**src/rtl/core/sps_pkg.sv**
```systemverilog
// Package for the streaming price statistics unit: sizes, codes, step list,
// state encoding and the command/status structs of the arithmetic unit.
// No dependencies.
package sps_pkg;

   localparam int MAX_SAMPLES  = 4096;
   localparam int WINDOW_DEPTH = 64;
   localparam int SAMPLE_BITS  = 24;
   localparam int RING_AW      = $clog2(WINDOW_DEPTH);
   localparam int COUNT_W      = 13;

   // input action codes
   localparam logic ACT_ADD   = 1'b0;
   localparam logic ACT_CLEAR = 1'b1;

   // csr register indexes
   localparam logic [1:0] CSR_SMA_PERIOD  = 2'd0;
   localparam logic [1:0] CSR_EMA_PERIOD  = 2'd1;
   localparam logic [1:0] CSR_STEPS_AHEAD = 2'd2;

   // iteration counts of the arithmetic unit
   localparam logic [7:0] MUL_ITERS   = 8'd4;
   localparam logic [7:0] SQRT_ITERS  = 8'd32;
   localparam logic [7:0] ALPHA_ITERS = 8'd18;
   localparam logic [7:0] SMA_ITERS   = 8'd31;
   localparam logic [7:0] MEAN_ITERS  = 8'd37;
   localparam logic [7:0] WIDE_ITERS  = 8'd88;

   localparam logic [63:0] SQRT_START_BIT = 64'h4000_0000_0000_0000;

   typedef enum logic [1:0] {
      AOP_MUL,
      AOP_DIV,
      AOP_SQRT
   } aop_type;

   typedef struct packed {
      aop_type      op;
      logic [127:0] opa;
      logic [63:0]  opb;
      logic [7:0]   iters;
   } arith_cmd_type;

   typedef struct packed {
      logic busy;
      logic done;
   } arith_stat_type;

   // microsequence of one item
   typedef enum logic [4:0] {
      K_SQ, K_WP, K_II, K_ALPHA, K_EMA,
      K_RING, K_SMAD, K_MEAN,
      K_NSQ, K_SS, K_NN, K_VDIV, K_SQRT,
      K_NSII, K_SISI, K_NW, K_SIS, K_NM, K_A, K_B, K_ND, K_PDIV
   } step_type;

   typedef enum logic [5:0] {
      ST_IDLE  = 6'b000001,
      ST_APPLY = 6'b000010,
      ST_ISSUE = 6'b000100,
      ST_WAIT  = 6'b001000,
      ST_RING  = 6'b010000,
      ST_OUT   = 6'b100000
   } state_type;

endpackage

```
**src/rtl/core/sps_arith.sv**
```systemverilog
// Shared multi-cycle arithmetic unit: 64x16-per-cycle multiplier, restoring
// divider (one quotient bit per cycle) and integer square root. Uses sps_pkg.
module sps_arith (
   input  logic                   clock,
   input  logic                   reset,
   input  logic                   start,
   input  sps_pkg::arith_cmd_type cmd,
   output sps_pkg::arith_stat_type stat,
   output logic [127:0]           result
);
   import sps_pkg::*;

   aop_type      op_ff;
   logic [127:0] acc_ff;
   logic [127:0] opa_ff;
   logic [63:0]  opb_ff;
   logic [64:0]  rem_ff;
   logic [7:0]   cnt_ff;
   logic         busy_ff;
   logic         done_ff;

   logic [79:0]  mul_part;
   logic [127:0] mul_acc;
   logic [64:0]  div_shift;
   logic         div_ge;
   logic [63:0]  sq_trial;
   logic         sq_ge;
   logic         load;

   assign load      = start && !busy_ff;
   assign mul_part  = opa_ff[63:0] * opb_ff[63:48];
   assign mul_acc   = {acc_ff[111:0], 16'd0} + {48'd0, mul_part};
   assign div_shift = {rem_ff[63:0], opa_ff[127]};
   assign div_ge    = (div_shift >= {1'b0, opb_ff}) && (opb_ff != 64'd0);
   assign sq_trial  = acc_ff[63:0] + opb_ff;
   assign sq_ge     = opa_ff[63:0] >= sq_trial;

   always_ff @(posedge clock) begin
      if (reset) begin
         busy_ff <= 1'b0;
         done_ff <= 1'b0;
         cnt_ff  <= 8'd0;
      end else begin
         done_ff <= 1'b0;
         if (load) begin
            busy_ff <= 1'b1;
            cnt_ff  <= cmd.iters;
         end else if (busy_ff) begin
            cnt_ff <= cnt_ff - 8'd1;
            if (cnt_ff == 8'd1) begin
               busy_ff <= 1'b0;
               done_ff <= 1'b1;
            end
         end
      end
   end

   always_ff @(posedge clock) begin
      if (load) begin
         op_ff  <= cmd.op;
         opa_ff <= cmd.opa;
         opb_ff <= cmd.opb;
         acc_ff <= '0;
         rem_ff <= '0;
      end else if (busy_ff) begin
         case (op_ff)
            AOP_MUL: begin
               acc_ff <= mul_acc;
               opb_ff <= opb_ff << 16;
            end
            AOP_DIV: begin
               rem_ff <= div_ge ? div_shift - {1'b0, opb_ff} : div_shift;
               acc_ff <= {acc_ff[126:0], div_ge};
               opa_ff <= opa_ff << 1;
            end
            AOP_SQRT: begin
               if (sq_ge) begin
                  opa_ff[63:0] <= opa_ff[63:0] - sq_trial;
                  acc_ff       <= {64'd0, (acc_ff[63:0] >> 1) + opb_ff};
               end else begin
                  acc_ff <= {64'd0, acc_ff[63:0] >> 1};
               end
               opb_ff <= opb_ff >> 2;
            end
            default: ;
         endcase
      end
   end

   assign stat.busy = busy_ff;
   assign stat.done = done_ff;
   assign result    = acc_ff;

endmodule

```
**config.mk**
```make
export PLATFORM = sky130hd
export DESIGN_NAME = sps_arith
export DESIGN_NICKNAME = d
export VERILOG_FILES = /design/src/rtl/core/sps_pkg.sv /design/src/rtl/core/sps_arith.sv
export SDC_FILE = /design/constraint.sdc
export NUM_CORES = 2
export LEC_CHECK = 0
export BUFFER_PORTS_ARGS = -buffer_cell sky130_fd_sc_hd__buf_2
export CORE_MARGIN = 2
export CORE_UTILIZATION = 59
export DETAILED_ROUTE_END_ITERATION = 6
export PLACE_DENSITY = 0.8
export SYNTH_ARGS = -nofsm -noshare
export SYNTH_HDL_FRONTEND = slang
export SYNTH_SLANG_ARGS = --single-unit
```
**constraint.sdc**
```tcl
create_clock -name clock -period 10.5 [get_ports clock]
set_input_delay 1.05 -clock clock [delete_from_list [all_inputs] [get_ports clock]]
set_output_delay 1.05 -clock clock [all_outputs]
set_load 0.05 [all_outputs]
```
Word-level counts from Yosys, hierarchy flattened
Index checks and enable logic that the tools add are counted. Widths: inputs -> output; s select.

Eq/ne operators: 4. Mux-type cells: 17. Bitwise gates (word level): 1. Add/subtract/negate cells: 6. Reduce and logical (&&, ||, !) cells: 16. Order comparisons: 2. Multipliers: 1.

Operators by type and width (count): $mux 64 (6); $pmux 128 s3 (1); $mux 128 (2); $pmux 64 s2 (2); $add 128x80->128 (1); $sub 64x64->64 (2); $mul 64x16->80 (1); $ge 65x64->1 (1); $add 63x64->64 (1); $add 64x64->64 (1); $ge 64x64->1 (1); $reduce_bool 64->1 (1); $mux 8 (2); $reduce_bool 3->1 (3); $eq 8x1->1 const B (1); $reduce_and 2->1 (4); $sub 8x1->8 const B (1); $mux 1 (4); $reduce_bool 2->1 (2); $ne 3x3->1 const B (1); $reduce_and 3->1 (1); $reduce_or 3->1 (1); $eq 2x1->1 const B (1); $eq 2x2->1 const B (1); other kinds (4) (5).

Flip-flop bits (word level): 396.

Longest topological paths before layout
Depth after elaboration: 6. Gate-level depth with buffers: 32. Depth with buffers taken out: 29.

Least setup slack after synthesis
OpenSTA, ideal clock, no wires.

Kind: reg-to-reg. Start point: register acc_ff[0] (netlist: result[0]). End point: register opa_ff[0], enable pin. Library setup time: 574 ps. Path slack: -471 ps. Clock period less this slack: 10971 ps. Arrival: 10397 ps. Stages on the path, launching flop included: 29. Cells stage by stage: dfxtp_1 -> ha_1 -> fa_1 -> a211oi_1 -> o21ai_1 -> a21o_1 -> a21o_1 -> a31o_2 -> a21o_1 -> a21o_1 -> a31oi_1 -> nand2_1 -> a21oi_1 -> o31ai_1 -> a21oi_1 -> xor2_1 -> ha_1 -> clkbuf_1 -> nand3_1 -> or4_1 -> nor4_1 -> o21ai_1 -> a211o_1 -> o211ai_1 -> a221o_2 -> buf_2 -> buf_2 -> mux2i_1 -> o21ai_0.

Cells in the longest elaborated chain, start to end: 4.

Ends and longest elaborated chain: start: declaration (RTL line sps_arith.sv:14) `logic [127:0] acc_ff;`; start signal: assignment (RTL line sps_arith.sv:68) `acc_ff <= mul_acc;`; start signal: assignment (RTL line sps_arith.sv:73) `acc_ff <= {acc_ff[126:0], div_ge};`; start signal: assignment (RTL line sps_arith.sv:79) `acc_ff <= {64'd0, (acc_ff[63:0] >> 1) + opb_ff};`; $add 64x64->64 (RTL line sps_arith.sv:35) `assign sq_trial = acc_ff[63:0] + opb_ff;`; $ge 64x64->1 (RTL line sps_arith.sv:36) `assign sq_ge = opa_ff[63:0] >= sq_trial;`; $ne 3x3->1 (no line); $reduce_and 3->1 (no line); end signal: assignment (RTL line sps_arith.sv:61) `opa_ff <= cmd.opa;`; end signal: assignment (RTL line sps_arith.sv:74) `opa_ff <= opa_ff << 1;`; end signal: assignment (RTL line sps_arith.sv:78) `opa_ff[63:0] <= opa_ff[63:0] - sq_trial;`; end: declaration (RTL line sps_arith.sv:15) `logic [127:0] opa_ff;`.

No other way between the ends. A chain may end at the register's enable or synchronous reset.

Worst setup path after layout
Start point: register opb_ff[0]. End point: register opa_ff[63], enable pin.

Cells in the longest elaborated chain, start to end: 4.

Ends and longest elaborated chain: start: declaration (RTL line sps_arith.sv:16) `logic [63:0] opb_ff;`; start signal: assignment (RTL line sps_arith.sv:62) `opb_ff <= cmd.opb;`; start signal: assignment (RTL line sps_arith.sv:69) `opb_ff <= opb_ff << 16;`; start signal: assignment (RTL line sps_arith.sv:83) `opb_ff <= opb_ff >> 2;`; $add 64x64->64 (RTL line sps_arith.sv:35); $ge 64x64->1 (RTL line sps_arith.sv:36); $ne 3x3->1 (no line); $reduce_and 3->1 (no line).

No other way between the ends.

==> flow_summary.toml <==
[run_status]
status = "completed"

[sta]
setup_viol = 0
final.setup_skew_ns = 0.0535
fin_crit_sh_pct = 88.3
slew_viol_final = 0
slew_headroom_pct = 7.82
rsz0062_at_grt = "false"
fmax_ghz = 0.108
finalSetupTns_ns = 0
finalHoldViolCount = 0
post-route-min-period_ns = 9.27
worst-slew-pin-transition_ns = 1.38

[synthesis]
synth.distinct_cells = 101
synth_edf_count = 194
async_flop_share_pct = 0
synth_area_um2 = 68000
synth_seq_area_share_pct = 14.5
yosysWarnings = 0
synth_top_area_share_pct = 27.5
synth_seq_cells = 396
postSynthAreaPerCell_um2 = 8.21
yosys_most_used_dff = "dfxtp_1"
synth.area.top_cells = "fa_1 28%, edfxtp_1 8.6%, ha_1 7.9%"
syn_inst = 8276
syn_nets = 9843
synth_top_area_cell = "fa_1"

[detailed_routing]
first_pass_iters = 7
routed_wl_mm = 247
antenna_left = 0
routed_via_density = 6.28
drtIter0Drc = 6831
vias = 61700
wire_per_inst_um = 25.1
drc_errors = 0

[worst_setup_path]
worst_path_largest_cell_delay_ns = 0.84
endpoint_kind = "flop"
critPathLaunch = "opb_ff[0]$_DFFE_PP_"
slowest_stage = "nor4_1"
crit_arrival_ns = 9.50
critPathRequiredTime_ns = 10.72
crit_path_start_kind = "flop"
r2r_start = "opb_ff[0]$_DFFE_PP_"
path_common_cell = "a21o_1"
path_max_fanout = 64
crit_type = "flop to flop"

[finish]
fillers = 9897
layout-area-overhead-vs-synth_pct = 6.06
fin_nets = 9822
final_common_cell = "nand2_1"
final_cell_mix = "1304 x nand2_1, 1288 x inv_1, 934 x fa_1"
drive_gt1_share_pct = 7.13
multiInputGateArea_um2 = 51400
regArea_um2 = 9870

[global_routing]
grtUsageMet3_pct = 11.3
use_met2_pct = 63.7
grt_pass1_vias = 62300
grt_max_degree = 120
use_met1_pct = 56.3
antenna_found_initial = 17
grt_pass1_wl_mm = 374
busiest_layer = "met2"
track_usage_pct = 41.9
grt_overflow_total = 0

[clocking]
clk_pin_slew_ns = 0.07
cts.repair.resized = 0
cts_setup_buffers = 0
hold_buffers = 0
tritoncts = "yes"
ctsRootBufferMaster = "clkbuf_16"
cts_max_level = 2
cts_made_buffers = 47
clk_path_buf_depth = 3
clock_sinks = 396
clkLatencyLatePin_ns = 0.65

[die]
rows = 124
die_w_um = 343
start_util_pct = 59.4
die_h_um = 343
dieArea_um2 = 118000
core_um2 = 114000
pin_count = 335

[hold_path]
hp-start = "cnt_ff[5]$_SDFFE_PP0P_"
hp-class = "flop to flop"

[placed_design]
gp_congestion = 1.03
portBuffers = 334
dp_hpwl_mm = 195

[job]
cap_violations = 0
-- Yosys cell counts (all sizes together) (32+ instances only) --
| library cell | instances |
|---|---|
| o31ai | 41 |
| o211ai | 42 |
| fa | 934 |
| mux2i | 151 |
| nor2b | 40 |
| a211oi | 32 |
| clkbuf | 458 |
| and3 | 49 |
| a21oi | 502 |
| nor2 | 276 |
| a31oi | 51 |
| nand4 | 123 |
| and2 | 375 |
| inv | 1290 |
| xnor2 | 211 |
| nand3 | 123 |
| buf | 47 |
| o21bai | 57 |
| xor2 | 148 |
| edfxtp | 194 |
| ha | 428 |
| o21ai | 436 |
| dfxtp | 202 |
| a22oi | 45 |
| o221ai | 40 |
| nand2b | 39 |
| a21o | 250 |
| o21a | 38 |
| nand2 | 1307 |
| nor3 | 52 |
-- state kept, by name, summed over array words and instances, names as in the netlist --
register,flops
opb_ff,64
op_ff,2
result,128
rem_ff,64
opa_ff,128
busy_ff,1
cnt_ff,8
done_ff,1
-- metrics by stage --
stage               setup slack, ns  instance area, µm²  std cells  hold WS [ns]  util, %
finish                         1.23               72100       9815         0.463     63.1
detailed placement             1.47               70500       9718         0.438     61.6
global placement               1.51               70500       9718         0.439     61.6
global route                   1.10               72100       9810         0.485     63.0
floorplan                      1.25               68000       8276         0.420        -
CTS                            1.39               72100       9805         0.461     63.0
-- logic make-up (layout without fill, tap and decap cells) --
group           count (synthesis)  after routing  synth area share (%)
simple gates                 2472           2472                  16.8
buf+inv                      1795           1812                  10.0
compound gates               1739           1739                  16.4
fa+ha+maj                    1362           1362                  35.4
flops                         396            396                  14.5
xor+xnor                      359            359                  4.63
mux                           153            153                  2.26
other cells                     0             10                     0
-- cell type report --
type / instances / share of cell area, %
Timing Repair Buffer: 435 / 3.42
Sequential cell: 396 / 13.7
Antenna cell: 10 / 0.0347
Inverter: 1290 / 6.73
Clock inverter: 26 / 0.448
Tap cell: 1512 / 2.62
Clock buffer: 61 / 1.76
Multi-Input combinational cell: 6085 / 71.3
-- worst max-delay path, delay by kind of cell (launching register included) --
family / cells / cell delay [ns]
simple gates: 4 / 1.68
flops: 1 / 0.63
buf+inv: 1 / 0.70
xor+xnor: 1 / 0.32
mux: 1 / 0.24
compound gates: 16 / 3.95
fa+ha+maj: 3 / 1.14
-- layer usage --
metal  vias to the layer above  part of all wire (%)
li1                      27000                     -
met4                        10                   5.1
met2                      3652                    44
met1                     30200                    39
met3                       765                    12
met5                         -                 0.028
-- path summary, 6_finish.rpt --
path | cells past startpoint | to | slack (ns)
worst max-delay path | 26 | opa_ff[63]$_DFFE_PP_ | 1.23
worst min-delay path | 2 | cnt_ff[5]$_SDFFE_PP0P_ | 0.46
worst max register to register | 26 | opa_ff[63]$_DFFE_PP_ | 1.23
worst min register to register | 2 | cnt_ff[5]$_SDFFE_PP0P_ | 0.46
Power is not shown: default switching activity piles up to over one toggle a cycle in this logic, so the estimate is an artifact.
